File: src/design/lppr_pkg.sv
// Shared types and constants of the length-prefixed packet ring.
// No dependencies; every other file of the block imports this package.
`timescale 1ns / 1ps

package lppr_pkg;

    localparam int KIND_W         = 3;
    localparam int LEN_W          = 12;
    localparam int BYTE_W         = 8;
    localparam int STATUS_W       = 3;
    localparam int HDR_BYTES      = 4;
    localparam int RING_BYTES_DEF = 4096;
    localparam int QUEUE_DEPTH    = 2;

    // Raw item kinds as they arrive on the input channel
    localparam logic [KIND_W-1:0] KIND_BEGIN = 3'd0;
    localparam logic [KIND_W-1:0] KIND_WRITE = 3'd1;
    localparam logic [KIND_W-1:0] KIND_OPEN  = 3'd2;
    localparam logic [KIND_W-1:0] KIND_READ  = 3'd3;
    localparam logic [KIND_W-1:0] KIND_PEEK  = 3'd4;
    localparam logic [KIND_W-1:0] KIND_SKIP  = 3'd5;
    localparam logic [KIND_W-1:0] KIND_CLEAR = 3'd6;

    // Decoded operation handed from the front to the back
    typedef enum logic [2:0] {
        OP_BEGIN,
        OP_WRITE,
        OP_OPEN,
        OP_READ,
        OP_PEEK,
        OP_SKIP,
        OP_CLEAR,
        OP_NOP
    } t_op;

    typedef enum logic [STATUS_W-1:0] {
        ST_OK         = 3'd0,
        ST_ZERO       = 3'd1,
        ST_NOROOM     = 3'd2,
        ST_EMPTY      = 3'd3,
        ST_INCOMPLETE = 3'd4,
        ST_SEQ        = 3'd5,
        ST_SKIP       = 3'd6
    } t_status;

    typedef struct packed {
        t_op               op;
        logic [LEN_W-1:0]  length;
        logic [BYTE_W-1:0] data;
    } t_cmd;

endpackage

File: src/design/lppr_if.sv
// Channel interfaces of the packet ring: command beats in, result beats out.
// Depends on lppr_pkg for the field widths.
`timescale 1ns / 1ps

interface lppr_in_if import lppr_pkg::*; ();
    logic              valid;
    logic              ready;
    logic [KIND_W-1:0] kind;
    logic [LEN_W-1:0]  length;
    logic [BYTE_W-1:0] data_byte;

    modport source (output valid, kind, length, data_byte, input ready);
    modport sink   (input valid, kind, length, data_byte, output ready);
endinterface


File: src/design/lppr_front.sv
// Front end of the packet ring: accepts command beats, decodes the kind and
// queues decoded commands for the back end. Depends on lppr_pkg, lppr_if.
`timescale 1ns / 1ps

module lppr_front import lppr_pkg::*; (
    input  logic         i_clk,
    input  logic         i_rst_n,
    lppr_in_if.sink      i_in,
    input  logic         i_pop,
    output logic         o_cmd_valid,
    output t_cmd         o_cmd
);

    localparam int QW   = (QUEUE_DEPTH > 1) ? $clog2(QUEUE_DEPTH) : 1;
    localparam int CNTW = QW + 1;

    t_cmd            r_q [QUEUE_DEPTH];
    logic [QW-1:0]   r_wr;
    logic [QW-1:0]   r_rd;
    logic [CNTW-1:0] r_cnt;

    t_op  w_op;
    logic w_push;

    always_comb begin
        unique case (i_in.kind)
            KIND_BEGIN: w_op = OP_BEGIN;
            KIND_WRITE: w_op = OP_WRITE;
            KIND_OPEN:  w_op = OP_OPEN;
            KIND_READ:  w_op = OP_READ;
            KIND_PEEK:  w_op = OP_PEEK;
            KIND_SKIP:  w_op = OP_SKIP;
            KIND_CLEAR: w_op = OP_CLEAR;
            default:    w_op = OP_NOP;
        endcase
    end

    assign i_in.ready  = (r_cnt != CNTW'(QUEUE_DEPTH));
    assign w_push      = i_in.valid && i_in.ready;
    assign o_cmd_valid = (r_cnt != '0);
    assign o_cmd       = r_q[r_rd];

    always_ff @(posedge i_clk) begin
        if (w_push) begin
            r_q[r_wr] <= '{op: w_op, length: i_in.length, data: i_in.data_byte};
        end
    end

    always_ff @(posedge i_clk) begin
        if (!i_rst_n) begin
            r_wr  <= '0;
            r_rd  <= '0;
            r_cnt <= '0;
        end else begin
            if (w_push) begin
                r_wr <= (r_wr == QW'(QUEUE_DEPTH - 1)) ? '0 : r_wr + QW'(1);
            end
            if (i_pop) begin
                r_rd <= (r_rd == QW'(QUEUE_DEPTH - 1)) ? '0 : r_rd + QW'(1);
            end
            // pop is only raised while the queue holds a command
            if (w_push && !i_pop) begin
                r_cnt <= r_cnt + CNTW'(1);
            end else if (!w_push && i_pop) begin
                r_cnt <= r_cnt - CNTW'(1);
            end
        end
    end

endmodule

File: src/flat_wrapper.sv
// flat-port wrapper written by rule: the top's interface ports become plain ports
module lppr_front_flat import lppr_pkg::*;
  (i_clk, i_rst_n, i_pop, o_cmd_valid, o_cmd, i_in_valid, i_in_kind, i_in_length, i_in_data_byte, i_in_ready);
  lppr_in_if i_in_i ();
  input  logic i_clk;
  input  logic i_rst_n;
  input  logic i_pop;
  output logic o_cmd_valid;
  output t_cmd o_cmd;
  input wire logic [$bits(i_in_i.valid)-1:0] i_in_valid;
  input wire logic [$bits(i_in_i.kind)-1:0] i_in_kind;
  input wire logic [$bits(i_in_i.length)-1:0] i_in_length;
  input wire logic [$bits(i_in_i.data_byte)-1:0] i_in_data_byte;
  output wire logic [$bits(i_in_i.ready)-1:0] i_in_ready;
  assign i_in_i.valid = i_in_valid;
  assign i_in_i.kind = i_in_kind;
  assign i_in_i.length = i_in_length;
  assign i_in_i.data_byte = i_in_data_byte;
  assign i_in_ready = i_in_i.ready;
  lppr_front u_core (.i_clk(i_clk), .i_rst_n(i_rst_n), .i_in(i_in_i), .i_pop(i_pop), .o_cmd_valid(o_cmd_valid), .o_cmd(o_cmd));
endmodule
File: config.mk
export PLATFORM = sky130hd
export DESIGN_NAME = lppr_front_flat
export DESIGN_NICKNAME = d
export VERILOG_FILES = /design/src/design/lppr_pkg.sv /design/src/design/lppr_if.sv /design/src/design/lppr_front.sv /design/src/flat_wrapper.sv
export SDC_FILE = /design/constraint.sdc
export NUM_CORES = 1
export LEC_CHECK = 0
export ABC_CLOCK_PERIOD_IN_PS = 2000
export BUFFER_PORTS_ARGS = -buffer_cell sky130_fd_sc_hd__buf_2
export CORE_MARGIN = 2
export CORE_UTILIZATION = 53
export CTS_BUF_LIST = sky130_fd_sc_hd__clkbuf_4
export DETAILED_ROUTE_END_ITERATION = 6
export GPL_ROUTABILITY_DRIVEN = 0
export PLACE_DENSITY = 0.89
export SYNTH_ARGS = -nofsm -noshare
export SYNTH_HDL_FRONTEND = slang
export SYNTH_SLANG_ARGS = --single-unit
File: constraint.sdc
create_clock -name i_clk -period 2 [get_ports i_clk]
set_input_delay 0.4 -clock i_clk [delete_from_list [all_inputs] [get_ports i_clk]]
set_output_delay 0.4 -clock i_clk [all_outputs]
set_load 0.05 [all_outputs]
# --- Yosys cells after proc, flatten, opt, wreduce, memory -nomap -nowiden ---
# Memory sizes are Yosys's and may differ from the RTL's. A register that Yosys moved wholly into a read port is not among the register bits.
# Cells that the tools add are included.
word_totals:
  output_inout_bits: 25
  register_bits: 4
  ramBits: 46
  n_memories: 1
  elab_cells: 32
  inputBits: 27
op_classes:
  n_reduce_logical: 8
  n_eq_ne: 7
  n_addsub: 4
  mux: 9
mem_list:
  columns: ["name", "words", "word_bits", "rd", "rd_clocked_by_memory_dff", "wr", "line_no", "text"]
  rows:
  - ["u_core.r_q", 2, 23, 1, 1, 1, "lppr_front.sv:17", "t_cmd r_q [QUEUE_DEPTH];"]
op_table:
  columns: ["operator", "n"]
  rows:
  - ["3-bit case mux with 7 select lines", 1]
  - ["3-bit equality test (second input constant)", 3]
  - ["3-bit by 2-bit equality test with 1-bit output (second input constant)", 2]
  - ["1-bit 2-to-1 mux", 6]
  - ["2-bit 2-to-1 mux", 2]
  - ["2-bit nonzero test", 2]
  - ["3-bit by 1-bit equality test with 1-bit output (second input constant)", 1]
  - ["1-bit logical AND", 3]
  - ["3-bit zero test", 1]
  - ["1-bit adder (second input constant)", 2]
  - ["2-bit by 1-bit adder with 2-bit output (second input constant)", 1]
  - ["1-bit zero test", 2]
  - ["2-bit inequality test (second input constant)", 1]
  - ["2-bit by 1-bit subtractor with 2-bit output (second input constant)", 1]

# --- Logic depth before layout (Yosys ltp) ---
# Gate-level depths: netlist of run 1.
depth:
  depth_word: 6
  mapped_depth: 6

# --- Least setup slack after synthesis of run 1 ---
# OpenSTA, ideal clock, no wires.
synth_timing:
  path_kind: "reg2reg"
  start: "reg u_core.r_cnt[0]"
  end: "mem u_core.r_q[1][0] (netlist bit), enable pin"
  path_slack_ns: 0.331
  synth_period_minus_slack_ns: 1.669
  arrival_time_ns: 1.287
  path_buffers: 0
  setup_time_ns: 0.382
  stages_incl_launch_ff: 3
  cell_sequence: "dfxtp_1 > nand2b_4 > and3_1"
synth_via:
  elab_chain_cells: 4
synth_rtl:
  columns: ["element", "line_no", "text"]
  rows:
  - ["start: declaration", "lppr_front.sv:20", "logic [CNTW-1:0] r_cnt;"]
  - ["start signal: assignment", "lppr_front.sv:63", "r_cnt <= r_cnt + CNTW'(1);"]
  - ["start signal: assignment", "lppr_front.sv:65", "r_cnt <= r_cnt - CNTW'(1);"]
  - ["2-bit inequality test", "lppr_front.sv:38", "assign i_in.ready = (r_cnt != CNTW'(QUEUE_DEPTH));"]
  - ["via i_in_ready", "flat_wrapper.sv:14", "output wire logic [$bits(i_in_i.ready)-1:0] i_in_ready;"]
  - ["1-bit logical AND", "lppr_front.sv:39", "assign w_push = i_in.valid && i_in.ready;"]
  - ["1-bit 2-to-1 mux", "lppr_front.sv:44", "if (w_push) begin"]
  - ["1-bit 2-to-1 mux (implied by the code)", "lppr_front.sv:45", "r_q[r_wr] <= '{op: w_op, length: i_in.length, data: i_in.data_byte};"]
  - ["end: declaration", "lppr_front.sv:17", null]
# The timed path passes the listed nets, and every way through them passes these cells.

==> Implementation_results.wiki, run 1 <==
{| class="wikitable"
! Metric !! Value
|-
| Run status || finished, final reports clean
|-
| Final worst path period share || 0.948
|-
| Class of the most critical hold timing path || primary input to flop
|-
| Worst IR Drop VDD || 0.578 mV
|-
| Hold Worst Slack || 0.217 ns
|-
| Wire length of the first global-routing pass || approximately 4600 um
|-
| Worst R2R End || u_core.r_cnt[1]
|-
| Final critical path time including I/O delays and setup || 1.90 ns
|-
| CTS H-Tree Depth || 2
|-
| Min-Delay Path Depth || 1
|-
| Post-synthesis instance area || 0.00191 sq mm
|-
| Clock transition at the registers of the reported paths || between 0.1 and 0.15 ns
|-
| Syn Area/Cell || between 15 and 20 sq um
|-
| Crit end category || primary output
|-
| Largest buffer count on any clock path || 2
|-
| Total negative slack || 0 ns
|-
| Worst Path Arrival || 1.50 ns
|-
| Inserted Clock Buffers || 5
|-
| Synthesis warning total || 0
|-
| Unrepaired setup endpoints after global routing || no
|-
| WHS Endpoint || u_core.r_q[0][3]
|-
| Hold violation count in the final report || 0
|-
| Vias in the first global route || 1022
|-
| Setup slack of the most critical reg-to-reg path || about 0.44 ns
|-
| Number of violations reported at the end of detailed-routing iteration 0 || a little under 60
|-
| Die height || 64 um
|-
| DIE AREA || 0.00410 sq mm
|-
| Transition time of the tightest slew-check pin || approximately 0.25 ns
|-
| Detailed-placement wirelength estimate || around 2100 um
|-
| Floorplan core area || 0.00339 sq mm
|-
| Startpoint-to-endpoint class of the critical path || flop to primary output
|-
| Number of nets produced by synthesis || 126
|-
| Floorplan row count || 21
|-
| Gate count after technology mapping || just under 100
|-
| Post-detailed-route count of antenna-violating nets || 0
|-
| Hold Crit Start || i_in_data_byte[3]
|-
| Worst reg2reg path startpoint || u_core.r_cnt[0]
|-
| Cell with the biggest individual delay on the critical path || sky130_fd_sc_hd__dfxtp_1
|-
| Max Fanout on Critical Path || 16
|-
| Fraction of final layout cells sized beyond drive strength 1 || 0.576
|-
| Highest-count cells in the layout ignoring fill and taps || sky130_fd_sc_hd__buf_2, sky130_fd_sc_hd__edfxtp_1, sky130_fd_sc_hd__mux2_2
|-
| Clock latency on the worst-skew pair || 0.36 ns
|-
| Area occupied by multi-input gates || 393 sq um
|-
| Wire length per cell || 14.4 um
|-
| CTS sink cnt || 51
|-
| Number of flip-flops and latches in the synthesized netlist || 51
|-
| Number of antenna violations at the first check in global routing || 0
|-
| Max cap viols || 0
|-
| Leftover overflow at the end of global routing || 0
|-
| Share of synthesized area occupied by flip-flops and latches || 0.776
|-
| Per-cell via count in the routed design || 4.91
|-
| Number of unique standard cell types used by synthesis || 19
|-
| Leakage Power || slightly below 0.0009 uW
|-
| Port Buf Inserts || 51
|-
| Final Max Tran Viols || 0
|-
| Layout Skew || 0.0138 ns
|-
| Number of inserted diodes || 0
|-
| Initial Util || 0.563
|-
| Count of final setup violators || 0
|-
| Maximum number of pins on one net before global-route repair || 17
|-
| Total detailed-routing wirelength || 2930 um
|-
| Power density relative to cell area || 1040 mW/mm^2
|-
| Setup crit start kind || flop
|-
| Critical path's largest stage delay || between 0.3 and 0.4 ns
|-
| Highest attainable clock frequency || about 530 MHz
|-
| Width of the chip || approximately 64 um
|-
| Detailed-route DRC error count || 0
|-
| GRT Overall Usage || 0.154
|-
| Number of optimization iterations in the first detailed-route pass || 4
|-
| Cell breakdown of the critical path || buf_6 > mux2_2 > buf_2
|-
| Total I/O pin count || 52
|-
| Commonest non-fill, non-tap cell in the layout || sky130_fd_sc_hd__buf_2
|-
| Count of buffers added by post-CTS timing repair for setup || 0
|-
| Worst R2R Path Depth || 5
|-
| Kind of cell adding the most delay to the critical path || buffers and inverters
|-
| CTS tree || yes
|-
| Required time reported for the critical path endpoint || 1.60 ns
|-
| Via count || 1001
|-
| Area added between synthesis and finish || 20.6%
|-
| Buffer and inverter count on the worst path || 2
|-
| Total number of nets in the final design || roughly 190
|-
| Area taken by flip-flops and latches || roughly 0.0015 sq mm
|-
| Slew HR || 0.832
|-
| CTS root buf || sky130_fd_sc_hd__clkbuf_4
|-
| Layout filler cell count || around 240
|}
[metal layers]
| layer | track usage | vias to the layer above | routed length [um] |
|---|---|---|---|
| li1 | - | 486 | - |
| met1 | 0.173 | 475 | 1140 |
| met2 | 0.267 | 32 | 1560 |
| met3 | 0.0370 | 8 | 158 |
| met4 | 0.0897 | 0 | 71 |
| met5 | 0 | - | 0 |
[kinds of logic after synthesis]
group                      synth area share
AOI/OAI and AO/OA                    0.0157
muxes                                 0.136
adders and majority gates           0.00656
DFF                                   0.776
and+or+nand+nor                      0.0341
buffers and inverters                0.0177
xor gates and xnor gates             0.0138
[synthesized netlist by cell type]
master                     number  share of area
sky130_fd_sc_hd__nand2b_4       1         0.0072
sky130_fd_sc_hd__or3_1          1         0.0033
sky130_fd_sc_hd__nand3b_1       1         0.0039
sky130_fd_sc_hd__mux2_2        23           0.14
sky130_fd_sc_hd__a21bo_2        1         0.0052
sky130_fd_sc_hd__or2_2          1         0.0033
sky130_fd_sc_hd__ha_1           1         0.0066
sky130_fd_sc_hd__xor2_1         2         0.0092
sky130_fd_sc_hd__inv_1          2         0.0039
sky130_fd_sc_hd__dfxtp_1        5          0.052
sky130_fd_sc_hd__o21ai_0        1         0.0026
sky130_fd_sc_hd__clkbuf_1       3         0.0059
sky130_fd_sc_hd__edfxtp_1      46           0.72
sky130_fd_sc_hd__and3_1         1         0.0033
sky130_fd_sc_hd__buf_4          2         0.0079
sky130_fd_sc_hd__a21boi_0       1         0.0039
sky130_fd_sc_hd__xnor2_1        1         0.0046
sky130_fd_sc_hd__and2_1         4          0.013
sky130_fd_sc_hd__a21boi_1       1         0.0039
[per-stage QoR]
| stage | total power, uW | std cells | setup WS (ns) | cell area, sq um | utilization |
|---|---|---|---|---|---|
| final | 2400 | 204 | 0.104 | 2300 | 0.679 |
| after global routing | 2510 | 204 | 0.0381 | 2300 | 0.679 |
| after CTS | 2430 | 204 | 0.0401 | 2300 | 0.678 |
| after detailed placement | 2000 | 196 | 0.462 | 2240 | 0.661 |
| after global placement | 1970 | 196 | 0.481 | 2240 | 0.661 |
| after floorplan | 1830 | 98 | 0.331 | 1910 | - |
[worst register-to-register path: stages, from the launching register on]
cell and delay (ns):
sky130_fd_sc_hd__dfxtp_1 0.37, sky130_fd_sc_hd__nand2b_4 0.17, sky130_fd_sc_hd__and2_1 0.16, sky130_fd_sc_hd__ha_1 0.30
sky130_fd_sc_hd__or3_1 0.35, sky130_fd_sc_hd__a21boi_1 0.14
[registers in the layout, indices dropped and copies added (netlist names), named ones only]
name,count
u_core.r_q,46
u_core.r_cnt,2
u_core.r_rd,1
u_core.r_wr,1
[timing repair]
item                       CTS  global route
resized for setup            0             1
setup endpoints to repair    0             1
hold buffers                 0             0
[report_power, final]
group          leakage (uW)  total (uW)  internal [uW]  switching (uW)
logic              0.000391         645            199             446
clock network     0.0000317         437            150             287
registers          0.000471        1320           1290            36.4
[worst max path at each step]
stage,end,cells after the start
2_1_floorplan,u_core.r_q[1][0],2
3_3_place_gp,o_cmd[18],3
3_5_place_dp,u_core.r_cnt[1],5
4_1_cts,o_cmd[18],3
5_1_grt,o_cmd[18],3
6_report,o_cmd[18],3
[final cells by class]
type                            instances  area share
Clock buffer                            6      0.0196
Sequential cell                        51       0.644
Timing Repair Buffer                   57       0.132
Inverter                                2     0.00326
Tap cell                               46      0.0250
Clock inverter                          2     0.00544
Multi-Input combinational cell         40       0.171
(Power assumes the default switching activity.)
==> run 2: changes to the inputs <==
--- a/config.mk
+++ b/config.mk
@@ -8,11 +8,11 @@
 export ABC_CLOCK_PERIOD_IN_PS = 2000
 export BUFFER_PORTS_ARGS = -buffer_cell sky130_fd_sc_hd__buf_2
 export CORE_MARGIN = 2
-export CORE_UTILIZATION = 53
-export CTS_BUF_LIST = sky130_fd_sc_hd__clkbuf_4
+export CORE_UTILIZATION = 51
+export CTS_BUF_LIST = sky130_fd_sc_hd__clkbuf_16
 export DETAILED_ROUTE_END_ITERATION = 6
 export GPL_ROUTABILITY_DRIVEN = 0
-export PLACE_DENSITY = 0.89
+export PLACE_DENSITY = 0.86
 export SYNTH_ARGS = -nofsm -noshare
 export SYNTH_HDL_FRONTEND = slang
 export SYNTH_SLANG_ARGS = --single-unit
==> Implementation_results.wiki, run 2 (same netlist as run 1, synthesis figures left out) <==
{| class="wikitable"
! Metric !! Value
|-
| Layout filler cell count || 272 (+15%)
|-
| Worst R2R Path Depth || 5 (unchanged)
|-
| Max cap viols || 0 (unchanged)
|-
| Net load switching power || 821 uW (+6.8%)
|-
| Floorplan core area || 0.00363 sq mm (+7.2%)
|-
| Hold violation count in the final report || 0 (unchanged)
|-
| Wire length of the first global-routing pass || 4330 um (-5.7%)
|-
| Clock latency on the worst-skew pair || 0.28 ns (-0.08 ns)
|-
| DIE AREA || 0.00425 sq mm (+3.7%)
|-
| CTS H-Tree Depth || 2 (unchanged)
|-
| Final Max Tran Viols || 0 (unchanged)
|-
| Layout Skew || 0.00268 ns (-0.0111 ns)
|-
| Detailed-placement wirelength estimate || 2040 um (-4.1%)
|-
| CTS sink cnt || 51 (unchanged)
|-
| Max Fanout on Critical Path || 11 (-5)
|-
| Transition time of the tightest slew-check pin || 0.295 ns (+0.0419 ns)
|-
| Inserted Clock Buffers || 5 (unchanged)
|-
| Setup crit start kind || flop
|-
| Via count || 978 (-2.3%)
|-
| Maximum number of pins on one net before global-route repair || 24 (+7)
|-
| Initial Util || 0.525 (-0.0378)
|-
| Switching portion of total power || 0.297 (-0.0233)
|-
| Worst Path Arrival || 1.37 ns (-0.13 ns)
|-
| Floorplan row count || 22 (+4.8%)
|-
| Total number of nets in the final design || 184 (-0.54%)
|-
| CTS root buf || sky130_fd_sc_hd__clkbuf_16
|-
| Clock share of power || 0.290 (+0.108)
|-
| Port Buf Inserts || 51 (unchanged)
|-
| Fraction of final layout cells sized beyond drive strength 1 || 0.573 (-0.00270)
|-
| Count of hold buffers inserted by post-cts repair || 0 (unchanged)
|-
| Leftover overflow at the end of global routing || 0 (unchanged)
|-
| GRT Overall Usage || 0.145 (-0.00935)
|-
| Per-cell via count in the routed design || 4.77 (-2.8%)
|-
| Unrepaired setup endpoints after global routing || no
|-
| Highest-count cells in the layout ignoring fill and taps || sky130_fd_sc_hd__buf_2, sky130_fd_sc_hd__edfxtp_1, sky130_fd_sc_hd__mux2_2
|-
| Combinational cell fraction of total power || 0.232 (-0.036)
|-
| Power density relative to cell area || 1160 mW/mm^2 (+11%)
|-
| Crit end category || primary output
|-
| Wire length per cell || 13.6 um (-5.3%)
|-
| Class of the most critical hold timing path || primary input to flop
|-
| Number of gates resized after cts || 0 (unchanged)
|-
| Biggest register || u_core.r_q
|-
| Final critical path time including I/O delays and setup || 1.77 ns (-0.124 ns)
|-
| Number of inserted diodes || 0 (unchanged)
|-
| Post-layout instance count excluding filler cells || 205 (+0.49%)
|-
| Final worst path period share || 0.886 (-0.0618)
|-
| Total I/O pin count || 52 (unchanged)
|-
| Slew HR || 0.803 (-0.0291)
|-
| Number of antenna violations at the first check in global routing || 0 (unchanged)
|-
| Leakage Power || 0.000929 uW (+4.0%)
|-
| Area added between synthesis and finish || 24.7%
|-
| Required time reported for the critical path endpoint || 1.60 ns (about the same)
|-
| Count of final setup violators || 0 (unchanged)
|-
| Min-Delay Path Depth || 1 (unchanged)
|-
| Worst IR Drop VDD || 0.657 mV (+14%)
|-
| Number of flip-flops in the largest register || 46 (unchanged)
|-
| Number of optimization iterations in the first detailed-route pass || 3 (-1)
|-
| Total negative slack || 0 ns (unchanged)
|-
| Sequential Power Share || 0.478 (-0.072)
|-
| CTS tree || yes
|-
| Number of violations reported at the end of detailed-routing iteration 0 || 39 (-33%)
|-
| Vias in the first global route || 1024 (+0.20%)
|-
| Total detailed-routing wirelength || 2790 um (-4.8%)
|-
| Cell-internal power || 1950 uW (+19%)
|-
| Largest buffer count on any clock path || 2 (unchanged)
|-
| Width of the chip || 65.2 um (+1.8%)
|-
| Count of buffers added by post-CTS timing repair for setup || 0 (unchanged)
|-
| Number of cells in the design after placement || 197 (+0.51%)
|-
| Detailed-route DRC error count || 0 (unchanged)
|-
| Commonest non-fill, non-tap cell in the layout || sky130_fd_sc_hd__buf_2
|-
| Biggest regs || u_core.r_q x46, u_core.r_cnt x2
|-
| Highest attainable clock frequency || 564 MHz (+7.0%)
|-
| Die height || 65.2 um (+1.8%)
|-
| Post-detailed-route count of antenna-violating nets || 0 (unchanged)
|-
| Startpoint-to-endpoint class of the critical path || flop to primary output
|-
| Clock transition at the registers of the reported paths || 0.06 ns (-0.07 ns)
|-
| Run status || finished, final reports clean
|}
## run 2: cell types whose count changed in the layout (fill, tap and decap cells not counted)
cell                         previous run  this run
sky130_fd_sc_hd__clkinv_2               1         2
sky130_fd_sc_hd__clkbuf_16              0         5
sky130_fd_sc_hd__clkinvlp_4             1         0
sky130_fd_sc_hd__buf_6                  1         0
sky130_fd_sc_hd__clkbuf_4               6         0
sky130_fd_sc_hd__inv_6                  0         1
## run 2: metal layers
metal	track usage	vias to the layer above	share of wire
li1	-	479	-
met1	0.138	464	0.37
met2	0.268	30	0.56
met3	0.0360	5	0.047
met4	0.102	0	0.028
met5	0	-	0
## run 2: path summary, 6_finish.rpt
check | startpoint | slack [ns] | to
min reg2reg | u_core.r_rd | 0.58 | flop
max reg2reg | u_core.r_cnt[0] | 0.37 | u_core.r_cnt[1]
max | flop | 0.23 | o_cmd[22]
min | i_in_data_byte[0] | 0.30 | u_core.r_q[0][0]
## run 2: power groups by stage
stage          logic (uW)  registers [uW]  clock network, uW
2_1_floorplan         497            1340                  0
3_3_place_gp          633            1340                  0
3_5_place_dp          649            1340                  0
4_1_cts               651            1320                823
5_1_grt               679            1330                869
6_report              643            1320                802
## run 2: cell type report
class | instances | area [sq um] | area share
clock buffer | 5 | 125 | 0.0526
clock inverter | 3 | 18.8 | 0.00789
inverter | 2 | 7.51 | 0.00316
multi-input combinational | 40 | 393 | 0.165
sequential | 51 | 1480 | 0.623
tap | 48 | 60.1 | 0.0252
timing repair buffer | 56 | 293 | 0.123
## run 2: critical path, stage by stage (launching register included)
cell	delay, ns
sky130_fd_sc_hd__dfxtp_1	0.32
sky130_fd_sc_hd__buf_4	0.19
sky130_fd_sc_hd__mux2_2	0.36
sky130_fd_sc_hd__buf_2	0.21
## run 2: per-stage QoR
stage                     instance area [sq um]  hold slack (ns)  power, uW  setup WS, ns  utilization
after floorplan                            1910            0.499       1830         0.331            -
after global placement                     2230            0.509       1970         0.523        0.615
after detailed placement                   2230            0.578       1990         0.360        0.615
after CTS                                  2380            0.297       2800         0.209        0.655
after global routing                       2380            0.298       2880         0.165        0.655
final                                      2380            0.303       2770         0.227        0.655
